**config.mk**
```make
export PLATFORM = sky130hd
export DESIGN_NAME = splitmix_xoroshiro_prng_top
export DESIGN_NICKNAME = d
export VERILOG_FILES = /design/src/smxr_pkg.sv /design/src/smxr_ctrl.sv /design/src/smxr_datapath.sv /design/src/splitmix_xoroshiro_prng_top.sv
export SDC_FILE = /design/constraint.sdc
export NUM_CORES = 2
export LEC_CHECK = 0
export ABC_AREA = 1
export BUFFER_PORTS_ARGS = -buffer_cell sky130_fd_sc_hd__clkbuf_2
export CAP_MARGIN = 25
export CORE_MARGIN = 1
export CORE_UTILIZATION = 40
export CTS_BUF_LIST = sky130_fd_sc_hd__clkbuf_16
export DETAILED_ROUTE_END_ITERATION = 10
export MAX_ROUTING_LAYER = met4
export SYNTH_ARGS = -nofsm -noshare
export SYNTH_HDL_FRONTEND = slang
export SYNTH_SLANG_ARGS = --single-unit
```
**constraint.sdc**
```tcl
create_clock -name clk -period 19.34 [get_ports clk]
set_input_delay 3.868 -clock clk [delete_from_list [all_inputs] [get_ports clk]]
set_output_delay 3.868 -clock clk [all_outputs]
set_load 0.05 [all_outputs]
```
**src/smxr_pkg.sv**
```systemverilog
package smxr_pkg;

  localparam int unsigned WORD_W = 64;
  localparam int unsigned HALF_W = 32;

  localparam logic [WORD_W-1:0] GOLDEN_INC = 64'h9e3779b97f4a7c15;
  localparam logic [WORD_W-1:0] MIX_MUL_A  = 64'hbf58476d1ce4e5b9;
  localparam logic [WORD_W-1:0] MIX_MUL_B  = 64'h94d049bb133111eb;

  localparam int unsigned MIX_SHIFT_A = 30;
  localparam int unsigned MIX_SHIFT_B = 27;
  localparam int unsigned MIX_SHIFT_C = 31;
  localparam int unsigned XO_ROT_A    = 55;
  localparam int unsigned XO_SHIFT    = 14;
  localparam int unsigned XO_ROT_B    = 36;

  localparam logic KIND_RESEED = 1'b0;
  localparam logic KIND_DRAW   = 1'b1;

  localparam logic METHOD_SPLITMIX = 1'b0;
  localparam logic METHOD_XORO     = 1'b1;

  typedef enum logic [3:0] {
    ST_IDLE,
    ST_XA,
    ST_MA_LL,
    ST_MA_HL,
    ST_MA_LH,
    ST_XB,
    ST_MB_LL,
    ST_MB_HL,
    ST_MB_LH,
    ST_FIN
  } state_t;

  typedef enum logic [3:0] {
    DP_NONE,
    DP_LOAD_SEED,
    DP_LOAD_DRAW,
    DP_XORO,
    DP_XOR_A,
    DP_XOR_B,
    DP_MUL_LL,
    DP_MUL_HL,
    DP_MUL_LH,
    DP_STORE_NEXT,
    DP_EMIT
  } dp_op_t;

  typedef struct packed {
    dp_op_t op;
    logic   mul_b;
  } dp_cmd_t;

  typedef struct packed {
    logic last_word;
  } dp_status_t;

endpackage

```
**src/smxr_ctrl.sv**
```systemverilog
module smxr_ctrl (
  input  logic                  clk,
  input  logic                  rst_n,
  input  logic                  start,
  input  logic                  in_kind,
  input  logic                  cfg_wr_en,
  input  logic                  cfg_method,
  input  smxr_pkg::dp_status_t  status,
  output smxr_pkg::dp_cmd_t     cmd,
  output logic                  busy
);

  smxr_pkg::state_t state_r, state_nxt;
  logic             draw_r, draw_nxt;
  logic             method_r;

  always_ff @(posedge clk) begin
    if (!rst_n) begin
      state_r  <= smxr_pkg::ST_IDLE;
      draw_r   <= 1'b0;
      method_r <= smxr_pkg::METHOD_XORO;
    end else begin
      state_r <= state_nxt;
      draw_r  <= draw_nxt;
      if (cfg_wr_en) begin
        method_r <= cfg_method;
      end
    end
  end

  always_comb begin
    state_nxt = state_r;
    draw_nxt  = draw_r;
    cmd.op    = smxr_pkg::DP_NONE;
    cmd.mul_b = 1'b0;
    busy      = 1'b1;
    case (state_r)
      smxr_pkg::ST_IDLE: begin
        busy = 1'b0;
        if (start) begin
          if (in_kind == smxr_pkg::KIND_DRAW) begin
            if (method_r == smxr_pkg::METHOD_XORO) begin
              cmd.op = smxr_pkg::DP_XORO;
            end else begin
              cmd.op    = smxr_pkg::DP_LOAD_DRAW;
              draw_nxt  = 1'b1;
              state_nxt = smxr_pkg::ST_XA;
            end
          end else begin
            cmd.op    = smxr_pkg::DP_LOAD_SEED;
            draw_nxt  = 1'b0;
            state_nxt = smxr_pkg::ST_XA;
          end
        end
      end
      smxr_pkg::ST_XA: begin
        cmd.op    = smxr_pkg::DP_XOR_A;
        state_nxt = smxr_pkg::ST_MA_LL;
      end
      smxr_pkg::ST_MA_LL: begin
        cmd.op    = smxr_pkg::DP_MUL_LL;
        state_nxt = smxr_pkg::ST_MA_HL;
      end
      smxr_pkg::ST_MA_HL: begin
        cmd.op    = smxr_pkg::DP_MUL_HL;
        state_nxt = smxr_pkg::ST_MA_LH;
      end
      smxr_pkg::ST_MA_LH: begin
        cmd.op    = smxr_pkg::DP_MUL_LH;
        state_nxt = smxr_pkg::ST_XB;
      end
      smxr_pkg::ST_XB: begin
        cmd.op    = smxr_pkg::DP_XOR_B;
        state_nxt = smxr_pkg::ST_MB_LL;
      end
      smxr_pkg::ST_MB_LL: begin
        cmd.op    = smxr_pkg::DP_MUL_LL;
        cmd.mul_b = 1'b1;
        state_nxt = smxr_pkg::ST_MB_HL;
      end
      smxr_pkg::ST_MB_HL: begin
        cmd.op    = smxr_pkg::DP_MUL_HL;
        cmd.mul_b = 1'b1;
        state_nxt = smxr_pkg::ST_MB_LH;
      end
      smxr_pkg::ST_MB_LH: begin
        cmd.op    = smxr_pkg::DP_MUL_LH;
        cmd.mul_b = 1'b1;
        state_nxt = smxr_pkg::ST_FIN;
      end
      smxr_pkg::ST_FIN: begin
        if (draw_r) begin
          cmd.op    = smxr_pkg::DP_EMIT;
          state_nxt = smxr_pkg::ST_IDLE;
        end else begin
          cmd.op = smxr_pkg::DP_STORE_NEXT;
          if (status.last_word) begin
            state_nxt = smxr_pkg::ST_IDLE;
          end else begin
            state_nxt = smxr_pkg::ST_XA;
          end
        end
      end
      default: begin
        state_nxt = smxr_pkg::ST_IDLE;
      end
    endcase
  end

endmodule

```
**src/smxr_datapath.sv**
```systemverilog
module smxr_datapath #(
  parameter int unsigned NUM_SEED_WORDS = 2
) (
  input  logic                          clk,
  input  logic                          rst_n,
  input  smxr_pkg::dp_cmd_t             cmd,
  input  logic [smxr_pkg::WORD_W-1:0]   in_seed_value,
  output smxr_pkg::dp_status_t          status,
  output logic                          out_valid,
  output logic [smxr_pkg::WORD_W-1:0]   out_random_value
);

  localparam int unsigned IDX_W = $clog2(NUM_SEED_WORDS);
  localparam int unsigned W     = smxr_pkg::WORD_W;
  localparam int unsigned H     = smxr_pkg::HALF_W;
  localparam logic [IDX_W-1:0] LAST_IDX = IDX_W'(NUM_SEED_WORDS - 1);

  logic [W-1:0]     words_r [NUM_SEED_WORDS];
  logic [W-1:0]     words_nxt [NUM_SEED_WORDS];
  logic [W-1:0]     z_r, z_nxt;
  logic [W-1:0]     acc_r, acc_nxt;
  logic [IDX_W-1:0] idx_r, idx_nxt;
  logic             out_valid_r, out_valid_nxt;
  logic [W-1:0]     out_value_r, out_value_nxt;

  logic [W-1:0] mul_const;
  logic [H-1:0] mul_x;
  logic [H-1:0] mul_y;
  logic [W-1:0] prod;
  logic [W-1:0] prod_up;
  logic [W-1:0] fin;
  logic [W-1:0] xo_t;
  logic [W-1:0] w_last_inc;

  assign mul_const = cmd.mul_b ? smxr_pkg::MIX_MUL_B : smxr_pkg::MIX_MUL_A;
  assign mul_x     = (cmd.op == smxr_pkg::DP_MUL_HL) ? z_r[W-1:H] : z_r[H-1:0];
  assign mul_y     = (cmd.op == smxr_pkg::DP_MUL_LH) ? mul_const[W-1:H] : mul_const[H-1:0];
  assign prod      = W'(mul_x) * W'(mul_y);
  assign prod_up   = {prod[H-1:0], {H{1'b0}}};
  assign fin       = z_r ^ (z_r >> smxr_pkg::MIX_SHIFT_C);
  assign xo_t      = words_r[0] ^ words_r[1];
  assign w_last_inc = words_r[NUM_SEED_WORDS-1] + smxr_pkg::GOLDEN_INC;

  assign status.last_word = (idx_r == LAST_IDX);
  assign out_valid        = out_valid_r;
  assign out_random_value = out_value_r;

  always_comb begin
    for (int i = 0; i < NUM_SEED_WORDS; i++) begin
      words_nxt[i] = words_r[i];
    end
    z_nxt         = z_r;
    acc_nxt       = acc_r;
    idx_nxt       = idx_r;
    out_valid_nxt = 1'b0;
    out_value_nxt = out_value_r;
    case (cmd.op)
      smxr_pkg::DP_LOAD_SEED: begin
        z_nxt   = in_seed_value + smxr_pkg::GOLDEN_INC;
        idx_nxt = '0;
      end
      smxr_pkg::DP_LOAD_DRAW: begin
        words_nxt[NUM_SEED_WORDS-1] = w_last_inc;
        z_nxt                       = w_last_inc;
      end
      smxr_pkg::DP_XORO: begin
        out_valid_nxt = 1'b1;
        out_value_nxt = words_r[0] + words_r[1];
        words_nxt[0]  = ((words_r[0] << smxr_pkg::XO_ROT_A)
                      | (words_r[0] >> (W - smxr_pkg::XO_ROT_A)))
                      ^ xo_t ^ (xo_t << smxr_pkg::XO_SHIFT);
        words_nxt[1]  = (xo_t << smxr_pkg::XO_ROT_B) | (xo_t >> (W - smxr_pkg::XO_ROT_B));
      end
      smxr_pkg::DP_XOR_A: begin
        z_nxt = z_r ^ (z_r >> smxr_pkg::MIX_SHIFT_A);
      end
      smxr_pkg::DP_XOR_B: begin
        z_nxt = z_r ^ (z_r >> smxr_pkg::MIX_SHIFT_B);
      end
      smxr_pkg::DP_MUL_LL: begin
        acc_nxt = prod;
      end
      smxr_pkg::DP_MUL_HL: begin
        acc_nxt = acc_r + prod_up;
      end
      smxr_pkg::DP_MUL_LH: begin
        z_nxt = acc_r + prod_up;
      end
      smxr_pkg::DP_STORE_NEXT: begin
        words_nxt[idx_r] = fin;
        idx_nxt          = idx_r + IDX_W'(1);
        z_nxt            = fin + smxr_pkg::GOLDEN_INC;
      end
      smxr_pkg::DP_EMIT: begin
        out_valid_nxt = 1'b1;
        out_value_nxt = fin;
      end
      default: begin
      end
    endcase
  end

  always_ff @(posedge clk) begin
    if (!rst_n) begin
      for (int i = 0; i < NUM_SEED_WORDS; i++) begin
        words_r[i] <= '0;
      end
      idx_r       <= '0;
      out_valid_r <= 1'b0;
    end else begin
      for (int i = 0; i < NUM_SEED_WORDS; i++) begin
        words_r[i] <= words_nxt[i];
      end
      idx_r       <= idx_nxt;
      out_valid_r <= out_valid_nxt;
    end
  end

  always_ff @(posedge clk) begin
    z_r         <= z_nxt;
    acc_r       <= acc_nxt;
    out_value_r <= out_value_nxt;
  end

endmodule

```
**src/splitmix_xoroshiro_prng_top.sv**
```systemverilog
// 64-bit random generator, SplitMix64 or xoroshiro128+ chosen by cfg_method
// (reset value 1, xoroshiro128+). A transaction is accepted when start is high
// and busy is low. Each draw gives one result, strobed by out_valid for exactly
// one cycle; the receiver cannot stall it, so capture it when out_valid is
// high. An xoroshiro128+ draw is strobed the cycle after acceptance and keeps
// busy low, so draws may follow every cycle. A SplitMix64 draw keeps busy high
// while it mixes the state; its result is strobed in the first cycle that busy
// is low again. A reseed gives no result and keeps busy high while mixing each
// seed word in turn. SplitMix64 uses one shared 32x32 multiplier that forms
// each 64-bit product in three passes. Write cfg_method only while idle.
module splitmix_xoroshiro_prng_top #(
  parameter int unsigned NUM_SEED_WORDS = 2
) (
  input  logic                        clk,
  input  logic                        rst_n,
  input  logic                        start,
  output logic                        busy,
  input  logic                        in_kind,
  input  logic [smxr_pkg::WORD_W-1:0] in_seed_value,
  output logic                        out_valid,
  output logic [smxr_pkg::WORD_W-1:0] out_random_value,
  input  logic                        cfg_wr_en,
  input  logic                        cfg_method
);

  smxr_pkg::dp_cmd_t    cmd;
  smxr_pkg::dp_status_t status;

  smxr_ctrl u_ctrl (
    .clk        (clk),
    .rst_n      (rst_n),
    .start      (start),
    .in_kind    (in_kind),
    .cfg_wr_en  (cfg_wr_en),
    .cfg_method (cfg_method),
    .status     (status),
    .cmd        (cmd),
    .busy       (busy)
  );

  smxr_datapath #(
    .NUM_SEED_WORDS (NUM_SEED_WORDS)
  ) u_datapath (
    .clk              (clk),
    .rst_n            (rst_n),
    .cmd              (cmd),
    .in_seed_value    (in_seed_value),
    .status           (status),
    .out_valid        (out_valid),
    .out_random_value (out_random_value)
  );

endmodule
```
* Word level (Yosys, flattened, before mapping)
Memory sizes are Yosys's and may differ from the RTL's.
Index checks and enable logic that the tools add are counted.
** Word-level totals
- Flip-flop bits (word level) :: 200
- Memory bits (writable) :: 128
- Bits of input ports :: 70
- Output and inout port bits :: 66
- Memories :: 1
** Memory list
- u_datapath.words_r :: depth 2, width 64, read ports 2, clocked after Yosys merged registers in 0, wr ports 2, line smxr_datapath.sv:18 : logic [W-1:0] words_r [NUM_SEED_WORDS];
** Cells by class
- Add/sub/neg operators :: 6
- $mul :: 1
- Order comparisons :: 2
- Equal/unequal tests :: 22
- Mux-type cells :: 32
- Bitwise gates (word level) :: 11
- Reduce and logical (&&, ||, !) cells :: 13
** Operators by type and width (number)
- $pmux W64 S2 :: 3
- $pmux W64 S6 :: 1
- $add A64 B64 Y64 const B :: 3
- $mux W64 :: 3
- $pmux W64 S3 :: 1
- $xor A64 B64 Y64 :: 3
- $add A64 B64 Y64 :: 2
- $bwmux W128 :: 1
- $demux W64 S1 :: 1
- $mul A32 B32 Y64 :: 1
- $mux W32 :: 2
- $or A64 B36 Y64 :: 1
- $or A64 B55 Y64 :: 1
- $xor A64 B33 Y64 :: 1
- $xor A64 B34 Y64 :: 1
- $xor A64 B37 Y64 :: 1
- $mux W62 :: 1
- $pmux W4 S10 :: 1
- $eq A4 B3 Y1 const B :: 8
- $pmux W4 S7 :: 1
- $eq A4 B4 Y1 const B :: 5
- $mux W4 :: 5
- $eq A4 B2 Y1 const B :: 4
- $mux W1 :: 9
- other kinds (18) :: 27

* Logic depth before layout (Yosys ltp)
- Depth after elaboration :: 9
- Mapped depth :: 48

* Cells and area by module
A second synthesis with hierarchy kept.
** Unflattened totals
- Cell total of the unflattened synthesis :: 8446
- Area, all modules :: 61332.6 sq um
** Modules (own cells, without submodules)
- smxr_datapath :: times used 1, cells an instance 8385, area each 60951.0 sq um
- smxr_ctrl :: times used 1, cells an instance 61, area each 381.6 sq um

* Least setup slack after synthesis
OpenSTA, ideal clock, no wires.
- Kind :: reg2reg
- Start point :: register u_ctrl.state_r[2]
- End point :: register u_datapath.z_r[59] (data pin)
- Library setup time :: 253 ps
- Data arrival time :: 8583 ps
- Data required time :: 19087 ps
- Slack :: 10505 ps
- Cell stages (with the launch flop) :: 40
- Buffers on the path :: 2
- Clock period less this slack :: 8835 ps
- Path through :: dfxtp_1 -> inv_1 -> nor2_1 -> inv_1 -> nor2_1 -> nor2_1 -> inv_1 -> buf_2 -> buf_1 -> nor2_1 -> fa_1 -> inv_1 -> fa_1 -> fa_1 -> fa_1 -> fa_1 -> inv_1 -> fa_1 -> [4 not listed] -> nor2_1 -> inv_1 -> nor2_1 -> and3_1 -> nand2_1 -> nand3_1 -> xor2_1 -> ha_1 -> a21oi_1 -> o21a_1 -> o21ai_0 -> a21oi_1 -> nand2_1 -> or2_2 -> nand3_1 -> nand2_1 -> inv_1 -> nand2_1
** On the way
- Word-level cells in the longest chain between the ends :: 8
- Elaborated cells between the ends (all ways) :: 29
- Those cells by class :: add/sub (1); mul (1); eq/ne (16); mux (6); reduce/logical (5)
** RTL lines
- start, declared :: line smxr_ctrl.sv:13 : smxr_pkg::state_t state_r, state_nxt;
- start signal, assigned :: line smxr_ctrl.sv:19 : state_r <= smxr_pkg::ST_IDLE;
- start signal, assigned :: line smxr_ctrl.sv:23 : state_r <= state_nxt;
- $eq A4 B3 Y1 (tied with other cells) :: line smxr_ctrl.sv:37 : case (state_r)
- $reduce_or A2 Y1 (no line) / $reduce_or A3 Y1 (equally long branches)
- $pmux W4 S7 / $mux W1 (equally long branches) :: line smxr_ctrl.sv:37
- $eq A4 B3 Y1 (tied with other cells) :: line smxr_datapath.sv:36 : assign mul_x = (cmd.op == smxr_pkg::DP_MUL_HL) ? z_r[W-1:H] : z_r[H-1:0];
- $mux W32 (on tied branches) :: line smxr_datapath.sv:36, smxr_datapath.sv:37
- $mul A32 B32 Y64 :: line smxr_datapath.sv:38 : assign prod = W'(mul_x) * W'(mul_y);
- $add A64 B64 Y64 :: line smxr_datapath.sv:87 : z_nxt = acc_r + prod_up;
- $pmux W64 S6 (*) :: line smxr_datapath.sv:57 : case (cmd.op)
- named net u_datapath.z_nxt[59] :: line smxr_datapath.sv:20 : logic [W-1:0] z_r, z_nxt;
- end signal, assigned :: line smxr_datapath.sv:120 : z_r <= z_nxt;
- end, declared :: line smxr_datapath.sv:20
Mark *: on every way through the listed nets, which the timed path passes. The rest lies on a longest branch.
A chain may end at the register's enable or synchronous reset.

* Worst setup path after layout
- Start point :: register u_ctrl.state_r[0]
- End point :: register u_datapath.z_r[60] (data pin)
The elaborated chain is that of the path after synthesis.

==> tab_implementation.tex <==
\begin{tabular}{lr}
\hline
Metric & Value \\
\hline
\multicolumn{2}{l}{\textbf{Placement}} \\
\quad Final Wtd Congestion & 1.104 \\
\quad Placed Cells & a little over 10,000 \\
\quad Post-DP HPWL & between 200,000 and 300,000 um \\
\quad Setup slack after placement & 7.919 ns \\
\quad Port buffer count & 135 \\
\quad Post-Place Cell Area & 64,090 um2 \\
\multicolumn{2}{l}{\textbf{Critical path}} \\
\quad Endpoint required time on the critical path & 19.67 ns \\
\quad Slowest cell on the critical path & xor2\_1 \\
\quad Data arrival time at the worst-slack endpoint & 12.06 ns \\
\quad Top cell by count, worst path & fa\_1 \\
\quad Startpoint-to-endpoint class of the critical path & flop to flop \\
\quad Crit Path Max Fanout & 57 \\
\quad Critical path endpoint category & flop \\
\quad Number of cells on the worst reg-to-reg path & 39 \\
\quad Crit path largest cell delay & 0.59 ns \\
\quad Startpoint class of the critical path & flop \\
\multicolumn{2}{l}{\textbf{Timing}} \\
\quad Clock Skew & approximately 0.030 ns \\
\quad Slew at the pin closest to its max-slew limit & 1.253 ns \\
\quad Total Neg Setup Slack & 0 ns \\
\quad Min Tclk post-route & 11.73 ns \\
\quad Peak Freq & 85.26 MHz \\
\quad Post-route fraction of the period consumed by the critical path & 60.65\% \\
\quad Final setup vio count & 0 \\
\quad Relative slew slack & 15.55\% \\
\quad Unrepaired setup endpoints after global routing & false \\
\quad Endpoints failing hold & 0 \\
\quad Setup slack of the critical path after layout & around 7.6 ns \\
\quad Final Slew Violations & 0 \\
\multicolumn{2}{l}{\textbf{Synthesis}} \\
\quad Top cell type's share of synthesized area & 26.96\% \\
\quad Post-synth top area cell & fa\_1 \\
\quad Count of yosys warnings during synthesis & 0 \\
\quad Cell types occupying the most area after synthesis & fa\_1 (27\%), inv\_1 (10\%), nand2\_1 (10\%), edfxtp\_1 (9.4\%), ha\_1 (8.7\%) \\
\quad Net Count, Synth & 9,734 \\
\quad Synthesized netlist cell count & 8,414 \\
\quad Synth unique cells & 65 \\
\quad Main combinational cell family by area after synthesis & adder cells \\
\quad Fraction of the yosys area taken by sequential cells & 13.89\% \\
\quad Flop and latch count out of synthesis & 328 \\
\quad Synth Area in XOR/XNOR & 3.626\% \\
\quad Share of synthesized cell area in and, or, nand and nor gates & 22.11\% \\
\quad Synth Area in Compound Gates & 12.28\% \\
\quad FFs w/ async S/R, synth & 0\% \\
\quad Most instantiated flip-flop cell in the synthesis netlist & edfxtp\_1 \\
\quad Area of the mapped netlist & 61,110 um2 \\
\quad Mean post-synth cell area & 7.263 um2 \\
\quad Number of enable-type register cells in the synthesized netlist & approximately 190 \\
\quad Adder and majority gate portion of the synthesized area & between 30\% and 40\% \\
\quad Multiplexer area fraction after synthesis & 0\% \\
\multicolumn{2}{l}{\textbf{Cells and area}} \\
\quad Post-route cell area & 65,610 um2 \\
\quad Fillers & $\sim$16,000 \\
\quad Final layout net count & approximately 9,700 \\
\quad Area Growth Syn to Fin & 7.363\% \\
\quad Post-Layout Cell Count & 10,514 \\
\quad Share of cells above drive strength 1 & around 5.6\% \\
\multicolumn{2}{l}{\textbf{Drt}} \\
\quad Post-DR vias/cell & 5.895 \\
\quad DRC violations left & 0 \\
\quad Wirelength, routed & 334,700 um \\
\quad Initial DRC count & around 9,200 \\
\quad Via count of the routed design & 61,984 \\
\quad Antenna viol nets, final & 0 \\
\quad Number of iterations in the first detailed-routing pass & 8 \\
\quad Detailed-route wire length per cell & 31.83 um \\
\multicolumn{2}{l}{\textbf{Global route}} \\
\quad Global-route wire length before repair & 464,000 um \\
\quad Antenna violations before repair & 40 \\
\quad Overall global routing resource usage & 44.32\% \\
\quad Grt ovf & 0 \\
\quad Via count of the first global-routing pass & between 50,000 and 60,000 \\
\quad Largest net degree at the start of global routing & 76 \\
\multicolumn{2}{l}{\textbf{Floorplanning}} \\
\quad Width of the die & 392.9 um \\
\quad Effective utilization at floorplan & between 40\% and 50\% \\
\quad Die height & 392.9 um \\
\quad Site Rows & roughly 140 \\
\quad Die Area & between 150,000 and 200,000 um2 \\
\quad CORE AREA & 151,700 um2 \\
\quad Top-level port count & 136 \\
\multicolumn{2}{l}{\textbf{CTS}} \\
\quad CTS tree & done \\
\quad Number of hold buffers added after cts & 0 \\
\quad Clock net sink count & 328 \\
\quad Clk root buf & clkbuf\_16 \\
\quad Number of instances resized during post-cts repair & 0 \\
\quad Latest clock arrival within the worst-skew pair & 0.63 ns \\
\quad Inserted Clock Buffers & 42 \\
\quad Clock slew seen by the registers of the worst setup and hold paths & 0.07 ns \\
\quad Number of H-tree levels & 2 \\
\quad CTS max path bufs & 3 \\
\quad Buffer count from post-CTS setup fixing & 0 \\
\multicolumn{2}{l}{\textbf{Job}} \\
\quad Max cap viols & 0 \\
\multicolumn{2}{l}{\textbf{Hold path}} \\
\quad Class of the tightest hold or removal check & flop to flop \\
\quad Worst Hold Path Cells & 2 \\
\multicolumn{2}{l}{\textbf{Run status}} \\
\quad Outcome & finished, final reports clean \\
\hline
\end{tabular}
-- flip-flops by register name, indices dropped and copies added (netlist names) --
name and cells:
u_datapath.out_random_value 64, u_datapath.status 1, u_ctrl.draw_r 1, u_datapath.words_r 128
u_ctrl.state_r 4, u_ctrl.method_r 1, u_datapath.out_valid 1, u_datapath.z_r 64
u_datapath.acc_r 64
-- cells in the final DEF (no fill, tap or decap), types with 59 or more instances in the layout --
cell type and instances:
a21oi_1 435, a31oi_1 59, buf_4 100, clkbuf_2 135
dfxtp_1 135, edfxtp_1 192, fa_1 823, ha_1 427
inv_1 1678, nand2_1 1626, nand3_1 413, nand4_1 76
nor2_1 946, o21ai_0 444, or2_2 62, xnor2_1 110
xor2_1 142
-- layer usage --
layer | wire [um] | part of all wire [%] | vias up | global-route usage [%]
met4 | 29040 | 8.7 | 0 | 30.60
li1 | - | - | 26510 | -
met3 | 41030 | 12 | 1023 | 12.43
met2 | 139100 | 42 | 4247 | 62.90
met1 | 125500 | 38 | 30204 | 54.32
met5 | 0 | 0 | - | -
-- critical path: cells and delay by family, from the launching register on --
kind,cells,cell delay [ns]
AO/OA/AOI/OAI,6,1.29
XOR/XNOR,1,0.59
adder cells (fa/ha/maj),10,4.80
buffers and inverters,11,2.34
flip-flops,1,0.52
AND/OR/NAND/NOR,11,1.84
-- through the flow --
step	hold slack (ns)	utilization, %
after global placement	0.4917	42.24
after global routing	0.5349	43.24
after CTS	0.5105	43.17
after detailed placement	0.4957	42.24
after floorplan	0.4506	-
final	0.5142	43.24
-- synth_stat cells, drive strengths merged (14+ instances only) --
library cell / instances
buf: 42
a22oi: 45
nand4: 76
a31oi: 59
xnor2: 111
inv: 1700
nor2: 978
o22ai: 43
o21ai: 520
o211ai: 20
a211oi: 20
a21boi: 21
or2: 62
fa: 823
o21bai: 42
nand2: 1639
a32oi: 19
xor2: 142
a21o: 23
dfxtp: 136
nor3: 53
a21oi: 436
edfxtp: 192
ha: 427
clkbuf: 242
o21a: 14
nand3: 416
nand3b: 26
-- cells by family after synthesis --
family | count (synthesis)
buf+inv | 1994
flops | 328
fa+ha+maj | 1250
xor+xnor | 253
other cells | 1
compound gates | 1315
simple gates | 3273
-- final cells by class --
type	count	area, um2	share of cell area [%]
Antenna cell	39	97.59	0.1488
Clock buffer	45	1126	1.716
Sequential cell	328	8489	12.94
Tap cell	2030	2540	3.871
Inverter	1710	6421	9.787
Timing Repair Buffer	237	1439	2.193
Multi-Input combinational cell	6092	45210	68.91
Clock inverter	33	286.5	0.4367
-- worst paths after layout --
kind,slack (ns),from,to
hold reg to reg,0.51,u_datapath.words_r[0][20],u_datapath.words_r[0][20]
setup reg to reg,7.61,u_ctrl.state_r[0],u_datapath.z_r[60]
setup / recovery,7.61,u_ctrl.state_r[0],u_datapath.z_r[60]
hold / removal,0.51,u_datapath.words_r[0][20],u_datapath.words_r[0][20]
Power is not shown: default switching activity piles up to over one toggle a cycle in this logic, so the estimate is an artifact.
